===== src/sv/bbt_pkg.sv =====
// Shared types and constants for the byte budget throttle.
package bbt_pkg;

  localparam int unsigned FUNC_W   = 2;
  localparam int unsigned XFER_W   = 8;
  localparam int unsigned BYTES_W  = 26;
  localparam int unsigned LIMIT_W  = 16;
  localparam int unsigned BUF_W    = 21;
  localparam int unsigned MS_W     = 7;
  localparam int unsigned CFG_IDX_W  = 2;
  localparam int unsigned CFG_DATA_W = BUF_W;

  localparam logic [FUNC_W-1:0] FUNC_TICK    = 2'd0;
  localparam logic [FUNC_W-1:0] FUNC_REQUEST = 2'd1;
  localparam logic [FUNC_W-1:0] FUNC_RETURN  = 2'd2;

  localparam logic [CFG_IDX_W-1:0] CFG_THROTTLE_ON = 2'd0;
  localparam logic [CFG_IDX_W-1:0] CFG_LIMIT       = 2'd1;
  localparam logic [CFG_IDX_W-1:0] CFG_IN_BUFFER   = 2'd2;

  localparam logic [BUF_W-1:0]   BUF_RESET    = 21'd65536;
  localparam logic [MS_W-1:0]    CYCLE_FULL   = 7'd100;
  localparam logic [9:0]         MS_PER_S     = 10'd1000;
  localparam logic [BYTES_W-1:0] UNLIMITED_GRANT = '1;

  // Shared divider: 31-bit dividend (1000*buffer or budget), 26-bit divisor
  localparam int unsigned DIVIDEND_W = 31;
  localparam int unsigned DIV_STEPS  = DIVIDEND_W;
  localparam int unsigned STEP_W     = $clog2(DIV_STEPS);
  localparam int unsigned PROD_W     = 33;

  typedef struct packed {
    logic [FUNC_W-1:0]  func;
    logic [XFER_W-1:0]  active_transfers;
    logic [BYTES_W-1:0] returned_bytes;
  } item_t;

  typedef struct packed {
    logic [BYTES_W-1:0] granted_bytes;
    logic               unlimited;
    logic [MS_W-1:0]    cycle_time_ms;
  } result_t;

  typedef struct packed {
    logic accept;
    logic mul_load;
    logic div_load;
    logic div_step;
    logic finish;
    logic res_load;
  } cmd_t;

  typedef struct packed {
    logic is_tick;
    logic tick_active;
  } status_t;

endpackage


===== src/sv/bbt_ctrl.sv =====
// Sequencer for the throttle: short ops from idle and the sequenced tick setup.
module bbt_ctrl
  import bbt_pkg::*;
(
  input  logic    clk,
  input  logic    rst,
  input  logic    start,
  input  status_t status,
  output cmd_t    cmd,
  output logic    busy,
  output logic    done
);

  typedef enum logic [4:0] {
    S_IDLE = 5'b00001,
    S_MUL  = 5'b00010,
    S_LOAD = 5'b00100,
    S_DIV  = 5'b01000,
    S_FIN  = 5'b10000
  } state_t;

  state_t             state, state_next;
  logic [STEP_W-1:0]  step_cnt, step_cnt_next;
  logic               long_tick;

  assign long_tick = status.is_tick && status.tick_active;

  always_comb begin
    state_next    = state;
    step_cnt_next = step_cnt;
    cmd           = '0;
    case (state)
      S_IDLE: begin
        cmd.accept   = start;
        cmd.res_load = start && !long_tick;
        if (start && long_tick) begin
          state_next = S_MUL;
        end
      end
      S_MUL: begin
        cmd.mul_load = 1'b1;
        state_next   = S_LOAD;
      end
      S_LOAD: begin
        cmd.div_load  = 1'b1;
        step_cnt_next = '0;
        state_next    = S_DIV;
      end
      S_DIV: begin
        cmd.div_step  = 1'b1;
        step_cnt_next = step_cnt + 1'b1;
        if (step_cnt == STEP_W'(DIV_STEPS - 1)) begin
          state_next = S_FIN;
        end
      end
      S_FIN: begin
        cmd.finish   = 1'b1;
        cmd.res_load = 1'b1;
        state_next   = S_IDLE;
      end
      default: begin
        state_next = S_IDLE;
      end
    endcase
  end

  always_ff @(posedge clk) begin
    if (rst) begin
      state    <= S_IDLE;
      step_cnt <= '0;
      done     <= 1'b0;
    end else begin
      state    <= state_next;
      step_cnt <= step_cnt_next;
      done     <= cmd.res_load;
    end
  end

  assign busy = (state != S_IDLE);

endmodule


===== src/sv/bbt_dp.sv =====
// Datapath: config registers, budget state, tick multiplier and restoring divider.
module bbt_dp
  import bbt_pkg::*;
(
  input  logic                  clk,
  input  logic                  rst,
  input  logic                  cfg_we,
  input  logic [CFG_IDX_W-1:0]  cfg_idx,
  input  logic [CFG_DATA_W-1:0] cfg_data,
  input  item_t                 item,
  input  cmd_t                  cmd,
  output status_t               status,
  output result_t               result
);

  logic               throttle_on;
  logic [LIMIT_W-1:0] limit_kib;
  logic [BUF_W-1:0]   in_buf;

  logic [BYTES_W-1:0] budget, budget_next;
  logic               active, active_next;
  logic [BUF_W-1:0]   slice, slice_next;
  logic [BYTES_W-1:0] spent, spent_next;
  logic [MS_W-1:0]    cycle, cycle_next;

  logic [XFER_W-1:0]     xfers;
  logic [PROD_W-1:0]     prod;
  logic [DIVIDEND_W-1:0] prod_ms;
  logic                  per_xfer;
  logic [DIVIDEND_W-1:0] dq;
  logic [BYTES_W-1:0]    drem;
  logic [BYTES_W-1:0]    divisor;

  logic [BYTES_W-1:0] granted;
  logic [BYTES_W-1:0] left;
  logic [BUF_W:0]     slice2;
  logic [XFER_W+3:0]  xfers10;
  logic [XFER_W+2:0]  xfers7;
  logic [BYTES_W:0]   rem_sh;
  logic               rem_ge;
  logic [BYTES_W-1:0] quot;

  assign status.is_tick     = (item.func == FUNC_TICK);
  assign status.tick_active = throttle_on && (limit_kib != '0) && (item.active_transfers != '0);

  assign slice2  = {slice, 1'b0};
  assign xfers10 = {1'b0, xfers, 3'b000} + {3'b000, xfers, 1'b0};
  assign xfers7  = {xfers, 3'b000} - {3'b000, xfers};
  assign rem_sh  = {drem, dq[DIVIDEND_W-1]};
  assign rem_ge  = (rem_sh >= {1'b0, divisor});
  assign quot    = dq[BYTES_W-1:0];

  always_comb begin
    budget_next = budget;
    active_next = active;
    slice_next  = slice;
    spent_next  = spent;
    cycle_next  = cycle;
    granted     = '0;
    left        = (budget > spent) ? (budget - spent) : '0;
    if (cmd.accept) begin
      case (item.func)
        FUNC_TICK: begin
          budget_next = {limit_kib, 10'd0};
          active_next = status.tick_active;
          spent_next  = '0;
        end
        FUNC_REQUEST: begin
          if (!active) begin
            granted = UNLIMITED_GRANT;
          end else if (left != '0) begin
            granted    = (left > {{(BYTES_W-BUF_W-1){1'b0}}, slice2})
                         ? BYTES_W'(slice) : left;
            spent_next = spent + granted;
          end
        end
        FUNC_RETURN: begin
          if ((item.returned_bytes != '0) &&
              (item.returned_bytes < BYTES_W'(slice2))) begin
            spent_next = (spent > item.returned_bytes) ? (spent - item.returned_bytes) : '0;
          end
        end
        default: begin
        end
      endcase
    end
    if (cmd.finish) begin
      if (per_xfer) begin
        slice_next = (quot > BYTES_W'(in_buf)) ? in_buf : quot[BUF_W-1:0];
        cycle_next = CYCLE_FULL;
      end else begin
        slice_next = in_buf;
        cycle_next = dq[MS_W-1:0];
      end
    end
  end

  always_ff @(posedge clk) begin
    if (rst) begin
      throttle_on <= 1'b0;
      limit_kib   <= '0;
      in_buf      <= BUF_RESET;
      budget      <= '0;
      active      <= 1'b0;
      slice       <= '0;
      spent       <= '0;
      cycle       <= '0;
    end else begin
      if (cfg_we) begin
        case (cfg_idx)
          CFG_THROTTLE_ON: throttle_on <= cfg_data[0];
          CFG_LIMIT:       limit_kib   <= cfg_data[LIMIT_W-1:0];
          CFG_IN_BUFFER:   in_buf      <= cfg_data[BUF_W-1:0];
          default: begin
          end
        endcase
      end
      budget <= budget_next;
      active <= active_next;
      slice  <= slice_next;
      spent  <= spent_next;
      cycle  <= cycle_next;
    end
  end

  always_ff @(posedge clk) begin
    if (cmd.accept) begin
      xfers <= item.active_transfers;
    end
    if (cmd.mul_load) begin
      prod    <= PROD_W'(in_buf) * PROD_W'(xfers10);
      prod_ms <= DIVIDEND_W'(in_buf) * DIVIDEND_W'(MS_PER_S);
    end
    if (cmd.div_load) begin
      per_xfer <= ({{(PROD_W-BYTES_W){1'b0}}, budget} <= prod);
      drem     <= '0;
      if ({{(PROD_W-BYTES_W){1'b0}}, budget} <= prod) begin
        dq      <= DIVIDEND_W'(budget);
        divisor <= BYTES_W'(xfers7);
      end else begin
        dq      <= prod_ms;
        divisor <= budget;
      end
    end
    if (cmd.div_step) begin
      drem <= rem_ge ? BYTES_W'(rem_sh - {1'b0, divisor}) : rem_sh[BYTES_W-1:0];
      dq   <= {dq[DIVIDEND_W-2:0], rem_ge};
    end
    if (cmd.res_load) begin
      result.granted_bytes <= granted;
      result.unlimited     <= !active_next;
      result.cycle_time_ms <= cycle_next;
    end
  end

endmodule


===== src/sv/byte_budget_throttle_core.sv =====
// Byte budget throttle: tick setup, slice grants and byte returns per interval.
// Request, return, unknown items and ticks that leave throttling off: result in the
//   cycle after acceptance, one item per cycle.
// Tick that enables throttling: result and next accept follow the multiply and load
//   steps, the 31-step restoring divider and the finish step; busy is high meanwhile.
// Synchronous reset clears budget state and config (buffer size back to 64 KiB);
//   grants are unlimited until the first tick. done is never stalled.
module byte_budget_throttle_core
  import bbt_pkg::*;
(
  input  logic                  clk,
  input  logic                  rst,
  input  logic                  start,
  output logic                  busy,
  input  item_t                 item,
  output logic                  done,
  output result_t               result,
  input  logic                  cfg_we,
  input  logic [CFG_IDX_W-1:0]  cfg_idx,
  input  logic [CFG_DATA_W-1:0] cfg_data
);

  cmd_t    cmd;
  status_t status;

  bbt_ctrl u_ctrl (
    .clk    (clk),
    .rst    (rst),
    .start  (start),
    .status (status),
    .cmd    (cmd),
    .busy   (busy),
    .done   (done)
  );

  bbt_dp u_dp (
    .clk      (clk),
    .rst      (rst),
    .cfg_we   (cfg_we),
    .cfg_idx  (cfg_idx),
    .cfg_data (cfg_data),
    .item     (item),
    .cmd      (cmd),
    .status   (status),
    .result   (result)
  );

  a_short_op_done: assert property (@(posedge clk) disable iff (rst)
    (start && !busy && item.func != FUNC_TICK) |=> done)
    else $error("short item produced no result");

  a_done_has_cause: assert property (@(posedge clk) disable iff (rst)
    done |-> $past(busy || start))
    else $error("result without an item");

  a_no_done_while_busy: assert property (@(posedge clk) disable iff (rst)
    busy |-> !done)
    else $error("result while tick setup in progress");

  a_limited_grant: assert property (@(posedge clk) disable iff (rst)
    (done && result.unlimited) |-> (result.granted_bytes == '0 ||
                                    result.granted_bytes == UNLIMITED_GRANT))
    else $error("finite grant while unlimited");

endmodule

===== config.mk =====
export PLATFORM = sky130hd
export DESIGN_NAME = byte_budget_throttle_core
export DESIGN_NICKNAME = d
export VERILOG_FILES = /design/src/sv/bbt_pkg.sv /design/src/sv/bbt_ctrl.sv /design/src/sv/bbt_dp.sv /design/src/sv/byte_budget_throttle_core.sv
export SDC_FILE = /design/constraint.sdc
export NUM_CORES = 2
export LEC_CHECK = 0
export BUFFER_PORTS_ARGS = -buffer_cell sky130_fd_sc_hd__buf_2
export CAP_MARGIN = 5
export CORE_ASPECT_RATIO = 1.75
export CORE_MARGIN = 5
export CORE_UTILIZATION = 55
export DETAILED_ROUTE_END_ITERATION = 8
export GPL_ROUTABILITY_DRIVEN = 0
export PLACE_DENSITY = 0.75
export SLEW_MARGIN = 15
export SYNTH_ARGS = -nofsm -noshare
export SYNTH_HDL_FRONTEND = slang
export SYNTH_SLANG_ARGS = --single-unit

===== constraint.sdc =====
create_clock -name clk -period 6.9 [get_ports clk]
set_clock_uncertainty 0.05 [all_clocks]
set_input_delay 1.38 -clock clk [delete_from_list [all_inputs] [get_ports clk]]
set_output_delay 1.38 -clock clk [all_outputs]
set_load 0.005 [all_outputs]

## Yosys cells after proc, flatten, opt, wreduce, memory -nomap -nowiden

Index checks and enable logic that the tools add are counted.

| storage, ports and cells | value |
|---|---|
| input bits | 63 |
| word-level logic and storage cells | 111 |
| register bits | 307 |

| cells by class | value |
|---|---|
| multiply operators | 2 |
| mux-type cells | 32 |
| add/sub/neg operators | 7 |
| reduce and logical (&&, ||, !) cells | 24 |
| equal/unequal tests | 16 |
| magnitude comparators | 7 |

Operators by type and width:

| operator | number |
|---|---|
| 26-bit 2-to-1 mux | 11 |
| 31-bit 2-to-1 mux | 3 |
| 26-bit case mux with 3 select lines | 1 |
| 26-bit subtractor | 3 |
| 26-bit > comparator | 2 |
| 26-bit nonzero test | 2 |
| 21-bit 2-to-1 mux | 2 |
| 26-bit by 33-bit <= comparator with 1-bit output | 1 |
| 21-bit by 12-bit multiplier with 33-bit output | 1 |
| 21-bit by 7-bit multiplier with 28-bit output (second input constant) | 1 |
| 27-bit by 26-bit greater-or-equal comparator with 1-bit output | 1 |
| 26-bit adder | 1 |
| 26-bit by 21-bit > comparator with 1-bit output | 1 |
| 26-bit by 22-bit > comparator with 1-bit output | 1 |
| 26-bit by 22-bit < comparator with 1-bit output | 1 |
| 5-bit case mux with 4 select lines | 1 |
| 16-bit nonzero test | 1 |
| 7-bit 2-to-1 mux | 2 |
| 11-bit by 9-bit adder with 12-bit output | 1 |
| 2-bit AND reduction | 6 |
| 11-bit 2-to-1 mux | 1 |
| 11-bit by 8-bit subtractor with 11-bit output | 1 |
| 5-bit == test (second input constant) | 2 |
| 5-bit 2-to-1 mux | 2 |
| other kinds (19) | 39 |

## Longest topological paths before layout

| depth | value |
|---|---|
| word-level depth | 8 |
| gate-level depth with buffers | 37 |
| mapped depth without buffers | 34 |

## Hierarchy

Synthesis repeated with hierarchy kept, for this count alone.

| unflattened totals | value |
|---|---|
| cells, all modules | 3,193 |
| area, all modules | 30,259.0 sq um |

By module, submodules not included:

| module | cells each | area an instance (sq um) | seq. area each (sq um) | instances |
|---|---|---|---|---|
| bbt_dp | 3,124 | 29,668.5 | 7,767.4 | 1 |
| bbt_ctrl | 69 | 590.6 | 220.2 | 1 |

## Worst setup path after synthesis

OpenSTA, ideal clock, no wires.

| timing | value |
|---|---|
| kind | reg-to-reg |
| start point | reg u_dp.xfers[1] |
| end point | reg u_dp.prod[32] (data pin) |
| path buffers | 2 |
| required time | 6.590 ns |
| slack | -0.735 ns |
| arrival time | 7.325 ns |
| stages on the path, launching flop included | 30 |
| clock period less this slack | 7.635 ns |
| path through | edfxtp_1 > inv_1 > clkbuf_1 > fa_1 > inv_1 > a21o_1 > a21oi_1 > o21bai_1 > a21o_1 > and3_1 > clkbuf_1 > and2_1 > fa_1 > fa_1 > fa_1 > inv_1 > fa_1 > fa_1 > inv_1 > ha_1 > or3_1 > o21ba_2 > nand3b_1 > a31o_2 > o311ai_0 > a211o_1 > a31oi_1 > a21o_1 > a21oi_1 > xnor2_1 |

| between the ends | value |
|---|---|
| word-level cells in the longest chain between the ends | 2 |

RTL lines:

| what | RTL line | RTL |
|---|---|---|
| start: declaration | bbt_dp.sv:26 | `logic [XFER_W-1:0] xfers;` |
| start signal: assignment | bbt_dp.sv:128 | `xfers <= item.active_transfers;` |
| 11-bit by 9-bit adder with 12-bit output | bbt_dp.sv:47 | `assign xfers10 = {1'b0, xfers, 3'b000} + {3'b000, xfers, 1'b0};` |
| 21-bit by 12-bit multiplier with 33-bit output | bbt_dp.sv:131 | `prod <= PROD_W'(in_buf) * PROD_W'(xfers10);` |
| end signal: assignment | bbt_dp.sv:131 |  |
| end: declaration | bbt_dp.sv:27 | `logic [PROD_W-1:0] prod;` |

Every way passes these cells.
A chain may end at the register's enable or synchronous reset.

## Final worst setup path

| timing | value |
|---|---|
| start point | reg u_dp.budget[10] |
| end point | reg u_dp.spent[25] |

| between the ends | value |
|---|---|
| word-level cells in the longest chain between the ends | 8 |

RTL lines:

| what | RTL line | RTL |
|---|---|---|
| start: declaration | bbt_dp.sv:20 | `logic [BYTES_W-1:0] budget, budget_next;` |
| start signal: assignment | bbt_dp.sv:118 | `budget <= budget_next;` |
| 26-bit subtractor or 26-bit > comparator (tied branches) | bbt_dp.sv:60 | `left = (budget > spent) ? (budget - spent) : '0;` |
| 26-bit 2-to-1 mux * | bbt_dp.sv:60 |  |
| 26-bit by 22-bit > comparator with 1-bit output | bbt_dp.sv:72 | `granted = (left > {{(BYTES_W-BUF_W-1){1'b0}}, slice2})` |
| 26-bit 2-to-1 mux | bbt_dp.sv:73 | `? BYTES_W'(slice) : left;` |
| 26-bit adder | bbt_dp.sv:74 | `spent_next = spent + granted;` |
| 26-bit 2-to-1 mux | bbt_dp.sv:71 | `end else if (left != '0) begin` |
| 26-bit 2-to-1 mux | bbt_dp.sv:69 | `if (!active) begin` |
| 26-bit case mux with 3 select lines | bbt_dp.sv:62 | `case (item.func)` |
| end signal: assignment | bbt_dp.sv:121 | `spent <= spent_next;` |
| end: declaration | bbt_dp.sv:23 | `logic [BYTES_W-1:0] spent, spent_next;` |

Every way passes the cells marked *; elsewhere a longest branch is shown, timed or not. The select of a mux whose other input is x is not followed.

==> flow_metrics.tcl <==
set metrics [dict create \
    outcome "finished with violations" \
    failed_checks "negative setup slack" \
    netlist.area_leader.share 0.187 \
    clockBufferDepth 3 \
    synth.area.top_cells "edfxtp_1 19%, fa_1 17%, ha_1 14%, dfxtp_1 8.0%, inv_1 5.3%" \
    finalSetupViolations 15 \
    rsz0062_at_grt "true" \
    drt-total-wl_um 94200 \
    finalHoldViolations 0 \
    track_usage 0.317 \
    clk_pin_slew_ps 70 \
    synth_ff_type "edfxtp_1" \
    place_ws_ps -815 \
    power.density_nw_per_um2 165 \
    fin_ws_ps -346 \
    crit_required_ps 7320 \
    ios 99 \
    yosysMostFrequentCell "inv_1" \
    final_max_slew_viol_count 0 \
    maxCapViolCount 0 \
    clock_latency_ps 610 \
    yosys.area.top_type "edfxtp_1" \
    period_needed_ps 7250 \
    critPathSlowestCell "or4_4" \
    swShare 0.337 \
    detail-route-antenna-nets 0 \
    root_buffer "clkbuf_16" \
    slew_headroom 0.199 \
    rows 113 \
    antenna_found_initial 2 \
    dr.first_iter.drc_count 1670 \
    vias 25600 \
    synth_edf_count 186 \
    power.clock.fraction 0.300 \
    fmax_mhz 138 \
    syn_inst 3234 \
    cp-end-kind "register" \
    worst_pin_slew_ps 1200 \
    drive_gt1_frac 0.180 \
    ctsHtreeMaxLevel 1 \
    ir_drop_v 0.000202 \
    fin_crit_sh 1.05 \
    netlist_area_um2 29900 \
    start_util 0.552 \
    die_w_um 186 \
    yosys_register_bits 306 \
    drc_errors 0 \
    path_class "register to register" \
    gr-total-overflow 0 \
    avgSynthCellArea_um2 9.25 \
    core_um2 54200 \
    synthArstFlopShare 0 \
    synthTopCellsByCount "425 x inv_1, 341 x ha_1, 334 x nand2_1" \
    cts_inserted_buffers 30 \
    cts_num_sinks 306 \
    crit_arrival_ps 7670 \
    fillers 4272 \
    comb_power_share 0.347 \
    cp_max_fo 6 \
    grt_max_degree 93 \
    grt_pass1_wl_um 145000 \
    post_drt_wl_per_cell_um 21.9 \
    viasPerCell 5.95 \
    synth.distinct_cells 87 \
    fin_util 0.651 \
    die-area_um2 59300 \
    p_int_w 0.00386 \
    yosys_warnings 0 \
    nets 4244 \
    die_h_um 318 \
    leakagePower_nw 16.8 \
    seqPwrFrac 0.353 \
    syn2layout_area_growth_pct 18.0 \
    ys_seq_area_frac 0.267 \
    io_buffers 98 \
    post-dp-hpwl_um 74200 \
    first_global_vias 26800 \
    critPathLaunchType "register" \
    reg2reg_slack_ps -350 \
    hold_path_class "register to register" \
    cts_tree "yes" \
    max_stage_delay_ps 470 \
    p_sw_w 0.00197 \
    drtPass1Iterations 6 \
]
## critical path: cells and delay by family (launching register included)
kind	cells	cell delay [ps]
compound gates	18	2910
simple gates	9	2390
buf+inv	5	660
fa+ha+maj	3	630
flops	1	350
xor+xnor	1	110
## state kept, by name (all words and copies together), names as in the netlist, 21 cells and up
register and cells:
u_dp.divisor 26, u_dp.dq 31, u_dp.drem 26, u_dp.in_buf 21, u_dp.prod 32, u_dp.prod_ms 28, u_dp.result 34, u_dp.slice 21
u_dp.spent 26
## per-stage QoR
stage                     instance area (um^2)  std cells  total power, W  TNS [ps]  hold slack [ps]
after detailed placement                 33200       4207         0.00396     -8210              402
after global placement                   33200       4207         0.00392     -6510              397
after floorplan                          30100       3236         0.00327         0              390
after global routing                     35300       4305         0.00612     -5580              436
after CTS                                34700       4291         0.00577      -632              411
final                                    35300       4306         0.00583     -2120              411
## power by group through the flow
stage               logic (W)  clock network [W]  registers, W
global placement      0.00183                  0       0.00209
global route          0.00222            0.00184       0.00206
detailed placement    0.00186                  0       0.00210
CTS                   0.00195            0.00176       0.00206
finish                0.00202            0.00175       0.00206
floorplan             0.00117                  0       0.00210
## cells by family after synthesis
group / count (synthesis) / synth area share
buffers and inverters: 543 / 0.0699
XOR/XNOR: 147 / 0.0431
AND/OR/NAND/NOR: 941 / 0.150
AO/OA/AOI/OAI: 656 / 0.143
other: 1 / 0.000125
multiplexers: 50 / 0.0170
flip-flops: 306 / 0.267
adder cells (fa/ha/maj): 590 / 0.309
## what timing repair did
item                                    CTS  global route
endpoints found under the setup margin   22            26
resized for setup                        59            89
buffers inserted                         26            16
cloned                                    2             0
pin swaps                                56            72
hold buffers                              0             0
## layout make-up
cell class	instances	area [um^2]	area share
Timing Repair Buffer	440	3140	0.0889
Clock inverter	11	116	0.00330
Tap cell	690	863	0.0245
Multi-Input combinational cell	2388	20600	0.585
Antenna cell	1	2.50	0.0000709
Inverter	425	1600	0.0452
Sequential cell	306	7990	0.227
Clock buffer	45	923	0.0262
## placed cells by master (no fill, tap or decap), drive strengths merged, types with 30 or more instances in the layout
master,synthesis,final
a211oi,37,37
a21o,74,75
a21oi,210,210
a22oi,40,40
and2,118,118
buf,21,440
clkbuf,97,45
dfxtp,120,120
edfxtp,186,186
fa,249,249
ha,341,341
inv,425,431
mux2i,49,49
nand2,335,335
nand2b,38,38
nand3,48,48
nor2,220,220
nor2b,36,36
nor3,40,40
o21a,30,30
o21ai,104,104
xnor2,102,102
xor2,45,45
## final timing paths
kind	start	to	cells after the start
worst max-delay path	u_dp.budget[10]$_SDFFE_PP0P_	u_dp.spent[25]$_SDFFE_PP0P_	36
worst min-delay path	u_dp.cycle[0]$_SDFF_PP0_	u_dp.cycle[0]$_SDFF_PP0_	2
worst max register to register	u_dp.budget[10]$_SDFFE_PP0P_	u_dp.spent[25]$_SDFFE_PP0P_	36
worst min register to register	u_dp.cycle[0]$_SDFF_PP0_	u_dp.cycle[0]$_SDFF_PP0_	2
## routing by layer
metal	vias to the layer above	GRT usage	wire length (um)
met5	-	0	20
met4	2	0.297	12100
met3	465	0.0533	6030
met2	1011	0.544	46400
met1	12400	0.316	29700
li1	11700	-	-
No activity file was read; power rests on OpenSTA's default activity.
